File: config.mk
export PLATFORM = sky130hd
export DESIGN_NAME = bitplane_page_pixel_unpacker
export DESIGN_NICKNAME = d
export VERILOG_FILES = /design/src/rtl/core/bppu_pkg.sv /design/src/rtl/core/bppu_geom.sv /design/src/rtl/core/bitplane_page_pixel_unpacker.sv
export SDC_FILE = /design/constraint.sdc
export NUM_CORES = 1
export LEC_CHECK = 0
export ABC_AREA = 1
export ABC_CLOCK_PERIOD_IN_PS = 4400
export BUFFER_PORTS_ARGS = -buffer_cell sky130_fd_sc_hd__buf_2
export CORE_ASPECT_RATIO = 1.1
export CORE_UTILIZATION = 55
export CTS_CLUSTER_DIAMETER = 120
export DETAILED_ROUTE_END_ITERATION = 7
export GPL_TIMING_DRIVEN = 0
export PLACE_DENSITY = 0.77
export SLEW_MARGIN = 30
export SYNTH_ARGS = -nofsm -noshare
export SYNTH_HDL_FRONTEND = slang
export SYNTH_SLANG_ARGS = --single-unit
File: constraint.sdc
create_clock -name clk -period 4.4 [get_ports clk]
set_clock_uncertainty 0.05 [all_clocks]
set_input_delay 1.1 -clock clk [delete_from_list [all_inputs] [get_ports clk]]
set_output_delay 1.1 -clock clk [all_outputs]
set_load 0.01 [all_outputs]
File: src/rtl/core/bppu_pkg.sv
// Shared types, constants and pixel decode for the bitplane page pixel unpacker.
`timescale 1ns / 1ps

package bppu_pkg;

  // Fixed field widths
  localparam int CFG_W  = 12;
  localparam int PIX_W  = 11;
  localparam int BYTE_BITS = 8;
  localparam int CNT_W  = 4;   // pixels per item, 0..8

  // Configuration register indexes
  localparam logic [1:0] CFG_MODE   = 2'd0;
  localparam logic [1:0] CFG_WIDTH  = 2'd1;
  localparam logic [1:0] CFG_HEIGHT = 2'd2;

  // Reset values of the configuration registers
  localparam logic [CFG_W-1:0] WIDTH_RST  = 12'd480;
  localparam logic [CFG_W-1:0] HEIGHT_RST = 12'd800;

  // Gray levels
  localparam logic [1:0] GRAY_WHITE = 2'd0;
  localparam logic [1:0] GRAY_DARK  = 2'd1;
  localparam logic [1:0] GRAY_LIGHT = 2'd2;
  localparam logic [1:0] GRAY_BLACK = 2'd3;

  // Per-item summary from the geometry unit
  typedef struct packed {
    logic             in_page;
    logic             last_page;
    logic [CNT_W-1:0] count;
  } item_info_t;

  // Decoded pixel value and marks
  typedef struct packed {
    logic [1:0] gray_value;
    logic       black_mark;
    logic       dark_mark;
    logic       gray_mark;
  } pix_t;

  // Decode the pixel at index k (0 = MSB) of the item bytes
  function automatic pix_t pix_decode(input logic two, input logic [BYTE_BITS-1:0] b1,
                                      input logic [BYTE_BITS-1:0] b2, input logic [2:0] k);
    pix_t       p;
    logic [2:0] sh;
    logic [1:0] v;
    sh = 3'd7 - k;
    if (two) begin
      v = {b1[sh], b2[sh]};
    end else begin
      v = b1[sh] ? GRAY_WHITE : GRAY_BLACK;
    end
    p.gray_value = v;
    p.black_mark = (v != GRAY_WHITE);
    p.dark_mark  = two && (v == GRAY_DARK);
    p.gray_mark  = two && ((v == GRAY_DARK) || (v == GRAY_LIGHT));
    return p;
  endfunction

endpackage

File: src/rtl/core/bppu_geom.sv
// Page geometry: clamps dimensions, sizes the current item and advances the position counters.
`timescale 1ns / 1ps

module bppu_geom import bppu_pkg::*; #(
  parameter int MAX_DIMENSION = 2048,
  parameter int LINE_W = 11,
  parameter int BYTE_W = 8
) (
  input  logic              two_bit_mode,
  input  logic [CFG_W-1:0]  page_width,
  input  logic [CFG_W-1:0]  page_height,
  input  logic [LINE_W-1:0] line_cnt,
  input  logic [BYTE_W-1:0] byte_cnt,
  output item_info_t        info,
  output logic [LINE_W-1:0] fixed_coord,
  output logic [LINE_W-1:0] line_nxt,
  output logic [BYTE_W-1:0] byte_nxt
);

  localparam int DIM_W = $clog2(MAX_DIMENSION + 1);
  localparam int EW    = DIM_W + 1;
  localparam int CMP_W = (DIM_W > CFG_W) ? DIM_W : CFG_W;

  logic [DIM_W-1:0] w;
  logic [DIM_W-1:0] h;
  logic [EW-1:0]    along;
  logic [EW-1:0]    lines;
  logic [EW-1:0]    nb;
  logic [EW-1:0]    line_e;
  logic [EW-1:0]    byte_e;
  logic [EW-1:0]    rem;
  logic [EW-1:0]    byte_inc;
  logic [EW-1:0]    line_inc;

  // Clamp a dimension register into 1..MAX_DIMENSION
  function automatic logic [DIM_W-1:0] clamp_dim(input logic [CFG_W-1:0] d);
    logic [DIM_W-1:0] r;
    if (d == '0) begin
      r = DIM_W'(1);
    end else if (CMP_W'(d) > CMP_W'(MAX_DIMENSION)) begin
      r = DIM_W'(MAX_DIMENSION);
    end else begin
      r = DIM_W'(d);
    end
    return r;
  endfunction

  // Line geometry for the selected layout
  always_comb begin
    w      = clamp_dim(page_width);
    h      = clamp_dim(page_height);
    along  = two_bit_mode ? EW'(h) : EW'(w);
    lines  = two_bit_mode ? EW'(w) : EW'(h);
    nb     = (along + EW'(7)) >> 3;
    line_e = EW'(line_cnt);
    byte_e = EW'(byte_cnt);
  end

  // Size the current item
  always_comb begin
    rem            = along - EW'({byte_cnt, 3'b000});
    info.in_page   = (line_e < lines) && (byte_e < nb);
    info.last_page = info.in_page && (line_e == lines - EW'(1)) && (byte_e == nb - EW'(1));
    if (!info.in_page) begin
      info.count = '0;
    end else if (rem >= EW'(8)) begin
      info.count = CNT_W'(8);
    end else begin
      info.count = CNT_W'(rem);
    end
    fixed_coord = two_bit_mode ? LINE_W'(EW'(w) - line_e - EW'(1)) : line_cnt;
  end

  // Advance and wrap the position counters
  always_comb begin
    byte_inc = byte_e + EW'(1);
    line_inc = line_e;
    if (byte_inc >= nb) begin
      byte_inc = '0;
      line_inc = line_e + EW'(1);
    end
    if (line_inc >= lines) begin
      line_inc = '0;
      byte_inc = '0;
    end
    line_nxt = LINE_W'(line_inc);
    byte_nxt = BYTE_W'(byte_inc);
  end

endmodule

File: src/rtl/core/bitplane_page_pixel_unpacker.sv
// Top level of the bitplane page pixel unpacker: config registers, item register and pixel output.
//
//  channel | direction | handshake          | payload
//  --------+-----------+--------------------+------------------------------------------
//  in_     | input     | in_valid/in_stall  | first_plane_byte, second_plane_byte
//  out_    | output    | out_valid/out_stall| pixel_x, pixel_y, gray_value, marks, flags
//  cfg_    | input     | cfg_valid/cfg_ready| cfg_index (0 mode, 1 width, 2 height), data
//
// One byte item yields 0 to 8 pixel transfers, one per cycle while out_stall is
// low; an item holds the item register until its last pixel passes through the
// single pixel decode path feeding the output register. A full 8-pixel item streams with
// no gap to the next one. Reset clears counters and config to page defaults.
// out_stall holds the output register and, through it, the item register.
`timescale 1ns / 1ps

module bitplane_page_pixel_unpacker import bppu_pkg::*; #(
  parameter int MAX_DIMENSION = 2048
) (
  input  logic                 clk,
  input  logic                 rst_n,
  input  logic                 in_valid,
  output logic                 in_stall,
  input  logic [BYTE_BITS-1:0] in_first_plane_byte,
  input  logic [BYTE_BITS-1:0] in_second_plane_byte,
  output logic                 out_valid,
  input  logic                 out_stall,
  output logic [PIX_W-1:0]     out_pixel_x,
  output logic [PIX_W-1:0]     out_pixel_y,
  output logic [1:0]           out_gray_value,
  output logic                 out_black_mark,
  output logic                 out_dark_mark,
  output logic                 out_gray_mark,
  output logic                 out_last_of_byte,
  output logic                 out_page_done,
  input  logic                 cfg_valid,
  output logic                 cfg_ready,
  input  logic [1:0]           cfg_index,
  input  logic [CFG_W-1:0]     cfg_data
);

  localparam int LINE_W    = $clog2(MAX_DIMENSION);
  localparam int MAX_BYTES = (MAX_DIMENSION + 7) / 8;
  localparam int BYTE_W    = (MAX_BYTES > 1) ? $clog2(MAX_BYTES) : 1;
  localparam int POS_W     = BYTE_W + 3;

  // Configuration registers
  logic             mode_r;
  logic [CFG_W-1:0] width_r;
  logic [CFG_W-1:0] height_r;

  // Position counters
  logic [LINE_W-1:0] line_r;
  logic [BYTE_W-1:0] byte_r;

  // Item register
  logic                 item_vld_r;
  logic                 item_mode_r;
  logic [BYTE_BITS-1:0] b1_r;
  logic [BYTE_BITS-1:0] b2_r;
  logic [LINE_W-1:0]    fix_r;
  logic [BYTE_W-1:0]    base_r;
  logic [CNT_W-1:0]     cnt_r;
  logic [2:0]           k_r;
  logic                 lastpg_r;

  // Output register
  logic             out_valid_r;
  logic [PIX_W-1:0] x_r;
  logic [PIX_W-1:0] y_r;
  pix_t             pix_r;
  logic             last_r;
  logic             done_r;

  item_info_t        info;
  logic [LINE_W-1:0] fixed_coord;
  logic [LINE_W-1:0] line_nxt;
  logic [BYTE_W-1:0] byte_nxt;
  logic              out_adv;
  logic              emit;
  logic              item_last_pix;
  logic              item_done;
  logic              accept;
  logic [POS_W-1:0]  pos;
  pix_t              pix_nxt;

  bppu_geom #(
    .MAX_DIMENSION (MAX_DIMENSION),
    .LINE_W        (LINE_W),
    .BYTE_W        (BYTE_W)
  ) u_geom (
    .two_bit_mode (mode_r),
    .page_width   (width_r),
    .page_height  (height_r),
    .line_cnt     (line_r),
    .byte_cnt     (byte_r),
    .info         (info),
    .fixed_coord  (fixed_coord),
    .line_nxt     (line_nxt),
    .byte_nxt     (byte_nxt)
  );

  // Handshake control
  assign out_adv       = !out_valid_r || !out_stall;
  assign item_last_pix = (CNT_W'(k_r) == cnt_r - CNT_W'(1));
  assign emit          = item_vld_r && (cnt_r != '0) && out_adv;
  assign item_done     = item_vld_r && ((cnt_r == '0) || (out_adv && item_last_pix));
  assign in_stall      = item_vld_r && !item_done;
  assign accept        = in_valid && !in_stall;
  assign cfg_ready     = 1'b1;

  // Decode the current pixel
  assign pos     = {base_r, k_r};
  assign pix_nxt = pix_decode(item_mode_r, b1_r, b2_r, k_r);

  // Write configuration registers
  always_ff @(posedge clk) begin
    if (!rst_n) begin
      mode_r   <= 1'b0;
      width_r  <= WIDTH_RST;
      height_r <= HEIGHT_RST;
    end else if (cfg_valid && cfg_ready) begin
      case (cfg_index)
        CFG_MODE:   mode_r   <= cfg_data[0];
        CFG_WIDTH:  width_r  <= cfg_data;
        CFG_HEIGHT: height_r <= cfg_data;
        default:    ;
      endcase
    end
  end

  // Advance position counters on each input transfer
  always_ff @(posedge clk) begin
    if (!rst_n) begin
      line_r <= '0;
      byte_r <= '0;
    end else if (accept) begin
      line_r <= line_nxt;
      byte_r <= byte_nxt;
    end
  end

  // Item register: load on transfer, step through its pixels
  always_ff @(posedge clk) begin
    if (!rst_n) begin
      item_vld_r <= 1'b0;
      k_r        <= '0;
    end else if (accept) begin
      item_vld_r <= 1'b1;
      k_r        <= '0;
    end else if (item_done) begin
      item_vld_r <= 1'b0;
    end else if (emit) begin
      k_r <= k_r + 3'd1;
    end
  end

  always_ff @(posedge clk) begin
    if (accept) begin
      item_mode_r <= mode_r;
      b1_r        <= in_first_plane_byte;
      b2_r        <= in_second_plane_byte;
      fix_r       <= fixed_coord;
      base_r      <= byte_r;
      cnt_r       <= info.count;
      lastpg_r    <= info.last_page;
    end
  end

  // Output register: hold while stalled
  always_ff @(posedge clk) begin
    if (!rst_n) begin
      out_valid_r <= 1'b0;
    end else if (out_adv) begin
      out_valid_r <= emit;
    end
  end

  always_ff @(posedge clk) begin
    if (emit) begin
      x_r    <= item_mode_r ? PIX_W'(fix_r) : PIX_W'(pos);
      y_r    <= item_mode_r ? PIX_W'(pos) : PIX_W'(fix_r);
      pix_r  <= pix_nxt;
      last_r <= item_last_pix;
      done_r <= item_last_pix && lastpg_r;
    end
  end

  assign out_valid        = out_valid_r;
  assign out_pixel_x      = x_r;
  assign out_pixel_y      = y_r;
  assign out_gray_value   = pix_r.gray_value;
  assign out_black_mark   = pix_r.black_mark;
  assign out_dark_mark    = pix_r.dark_mark;
  assign out_gray_mark    = pix_r.gray_mark;
  assign out_last_of_byte = last_r;
  assign out_page_done    = done_r;

  // Pixel index stays inside the item's pixel count
  a_k_in_range: assert property (@(posedge clk) disable iff (!rst_n)
    (item_vld_r && (cnt_r != '0)) |-> (CNT_W'(k_r) < cnt_r))
    else $error("pixel index beyond item count");

  // An item never holds more than one byte of pixels
  a_cnt_max: assert property (@(posedge clk) disable iff (!rst_n)
    item_vld_r |-> (cnt_r <= CNT_W'(8)))
    else $error("item pixel count above eight");

  // End of page only on the last pixel of an item
  a_done_last: assert property (@(posedge clk) disable iff (!rst_n)
    (out_valid && out_page_done) |-> out_last_of_byte)
    else $error("page end flagged on a non-final pixel");

  // Input stalls only while an item is still emitting
  a_stall_busy: assert property (@(posedge clk) disable iff (!rst_n)
    in_stall |-> (item_vld_r && (cnt_r != '0)))
    else $error("input stalled with no pixels pending");

endmodule
==> run_results.csv <==
group,metric,value,unit
run_status,status,"complete, but fails checks",
run_status,failed_checks,"negative setup slack",
detailed_routing,routed_wl,22320,um
synth,yosysSeqAreaShare,37.68,%
timing,hold_viol_final,0,
detailed_routing,ant_nets,0,
die,die_area,15370,um^2
finish,syn2layout_area_growth,24.39,%
synth,synth_flop_cell,"edfxtp_1",
finish,diodes,0,
synth,synth-edff-count,70,
power,power_density,341.9,nW/um^2
timing,whs,0.4512,ns
detailed_routing,routedWlPerCell,15.75,um
timing,postLayoutSetupSlackWorst,-0.4860,ns
flow_run,drv_cap,0,
power,leakage,4.747,nW
power,cell_internal_pwr,0.002484,W
finish,final_nets,1315,
detailed_routing,drt_iter0_drc,639,
die,core,14450,um^2
timing,setup-violations-final,19,
finish,multi_input_comb_area,4812,um^2
cts,cts_root_buffer,"clkbuf_16",
cts,hold_buffers,0,
power,power_frac_seq,36.8,%
worst_setup_path,cp.required,4.70,ns
hold_path,hold_path_depth,2,
worst_setup_path,reg2reg_from,"height_r[2]",
timing,fin_crit,4.886,ns
worst_setup_path,crit_path_end_kind,"register",
power,power_frac_clock,44.0,%
hold_path,min-delay-start,"height_r[0]",
die,floorplan.initialDensity,56.63,%
placed_design,gp_congestion,0.9829,
finish,register_area,3103,um^2
timing,max_freq,0.2047,GHz
hold_path,hp-class,"reg2reg",
timing,slew_headroom,55.72,%
die,die_h,129.9,um
global_route,grt_pass1_vias,7544,
detailed_routing,vias_per_cell,5.577,
die,die_w,118.3,um
power,switching_power,0.0009955,W
worst_setup_path,rrSetupSlack,-0.49,ns
placed_design,placed_cells,1349,
cts,path_clk_slew,0.06,ns
timing,grt_setup_unrepaired,"yes",
power,p_comb_share,19.2,%
global_route,grt_first_pass_wirelength,36020,um
cts,clk_latency,0.42,ns
placed_design,io_buffers,65,
detailed_routing,dr.pass1.iters,8,
worst_setup_path,r2r_end,"line_r[8]",
synth,synth_area_leaders,"edfxtp_1 (26%), nand2_1 (12%), dfxtp_1 (12%)",
placed_design,dpl.hpwl,15970,um
global_route,use_met2,54.84,%
cts,cts_tree,"yes",
worst_setup_path,crit_type,"reg2reg",
global_route,grt_max_degree,19,
worst_setup_path,cp-start-kind,"register",
die,num_rows,46,
timing,tightest_slew,0.6475,ns
worst_setup_path,path_common_cell,"nand2_4",
finish,final_cells,1417,
cts,cts_buffers,17,
worst_setup_path,crit_fanout,8,
cts,cts-htree-levels,4,
synth,syn_nets,1192,
global_route,grt-busiest-layer,"met2",
global_route,met1_usage,33.28,%
synth,netlist_instances,1089,
global_route,antenna_found_initial,0,
worst_setup_path,cpPeakStageDelay,0.35,ns
power,switching_share,28.61,%
synth,synth_warnings,0,
finish,drive_above_1_share,22.45,%
synth,syn_avg_cell_area,7.513,um^2
global_route,grtUsageTotal,30.27,%
power,total_power,0.003479,W
cts,clockBufferDepth,2,
timing,finalMaxSlewViolations,0,
synth,yosysTopAreaCell,"edfxtp_1",
synth,synth_seq_cells,119,
worst_setup_path,rr_worst_depth,40,
die,boundaryPins,67,
global_route,overflow,0,
detailed_routing,vias,7903,
worst_setup_path,worstPathArrival,5.19,ns
finish,n_fill_cell,1133,
cts,clock-sinks,119,
synth,synth.top_cell.area_share,25.69,%
global_route,met3_usage,5.332,%
timing,min_period_over_period,111.0,%
detailed_routing,drc,0,
hold_path,min_to,"height_r[0]",
synth,synthArstFlopShare,0,%
synth,syn_area,8182,um^2
synth,ys_types,53,
worst_setup_path,cp_slowest_cell,"dfxtp_4",
power,peakVddDrop,299.1,uV
-- cell usage after synthesis (7+ instances only) --
cell type	number
xnor2_1	11
ha_1	67
nor3_1	11
xor2_1	29
dfxtp_1	49
nand2_1	268
o21bai_1	7
nand3_1	81
nor2_1	115
edfxtp_1	70
inv_1	136
o21ai_0	77
o21ai_1	10
nand4_1	11
nand2_2	11
a21oi_1	37
clkbuf_1	15
-- worst max path at each step --
stage	from	end	slack, ns	cells past startpoint
floorplan	height_r[3]	line_r[8]	-0.02	39
global placement	cnt_r[0]	byte_r[6]	-1.16	11
detailed placement	width_r[1]	byte_r[7]	-0.74	33
CTS	height_r[8]	line_r[8]	-0.33	37
global route	height_r[2]	line_r[6]	-0.75	40
finish	height_r[2]	line_r[8]	-0.49	40
-- worst max-delay path, delay by kind of cell, from the launching register on --
family	cells	cell delay, ns
AND/OR/NAND/NOR	24	2.22
buffers and inverters	7	0.84
AO/OA/AOI/OAI	7	0.80
adder cells (fa/ha/maj)	2	0.57
flip-flops	1	0.35
-- layout by cell type (no fill, tap or decap), drive strengths merged, types with 3 or more instances in the layout --
master  count
buf       115
o21a        3
and2        3
clkbuf     36
dfxtp      49
nor4        6
o22ai       7
inv       147
nand2     283
xor2       29
o211ai      6
a31oi       3
nor3       12
a21oi      38
xnor2      11
nand4      11
a21o        4
o21bai      7
clkinv      5
nor2      121
ha         67
nand3      84
edfxtp     70
o21ai      88
-- timing repair --
item | CTS | global route
pin swaps | 40 | 40
cloned | 2 | 0
setup endpoints to repair | 19 | 19
resized for setup | 67 | 40
setup buffers | 29 | 6
-- power by group through the flow --
stage,logic (W),registers (W),clock network [W]
final,0.000668,0.00128,0.00153
after global routing,0.000743,0.00129,0.00159
after CTS,0.000642,0.00128,0.00154
after detailed placement,0.000584,0.00130,0
after global placement,0.000559,0.00130,0
after floorplan,0.000413,0.00131,0
-- metal layers --
metal	vias to the layer above	share of wire, %
met1	3585	39
met5	-	0
met4	0	5.1
met2	367	50
met3	99	6.4
li1	3852	-
-- sequential cells by signal (all words and copies together) (netlist names), 11 cells and up --
signal / count
fix_r: 11
out_pixel_x: 11
line_r: 11
height_r: 12
out_pixel_y: 11
width_r: 12
-- final cells by class --
type / instances / area share (%)
plain buffers: 27 / 1.623
repair buffers: 103 / 6.417
multi-input cells: 801 / 47.28
flip-flops and latches: 119 / 30.49
well taps: 192 / 2.360
inverters: 143 / 5.299
clock buffers: 21 / 5.163
clock inverters: 11 / 1.365
-- cell families after synthesis --
kind of cell | Yosys count | synth area share (%)
flip-flops | 119 | 37.68
XOR/XNOR | 40 | 4.282
other | 1 | 0.04583
buffers and inverters | 170 | 8.258
AND/OR/NAND/NOR | 524 | 27.57
AO/OA/AOI/OAI | 167 | 11.67
adder cells (fa/ha/maj) | 68 | 10.49
-- metrics by stage --
step | utilization (%) | setup TNS [ns] | setup WS [ns] | cell area (um^2)
2_1_floorplan | - | -0.08395 | -0.01743 | 8275
3_3_place_gp | 61.20 | -20.13 | -1.162 | 8841
3_5_place_dp | 61.70 | -12.11 | -0.7357 | 8914
4_1_cts | 69.35 | -5.699 | -0.3326 | 10020
5_1_grt | 70.45 | -13.48 | -0.7547 | 10180
6_report | 70.45 | -8.352 | -0.4860 | 10180
Note: power is estimated with default switching activity, not from simulation.
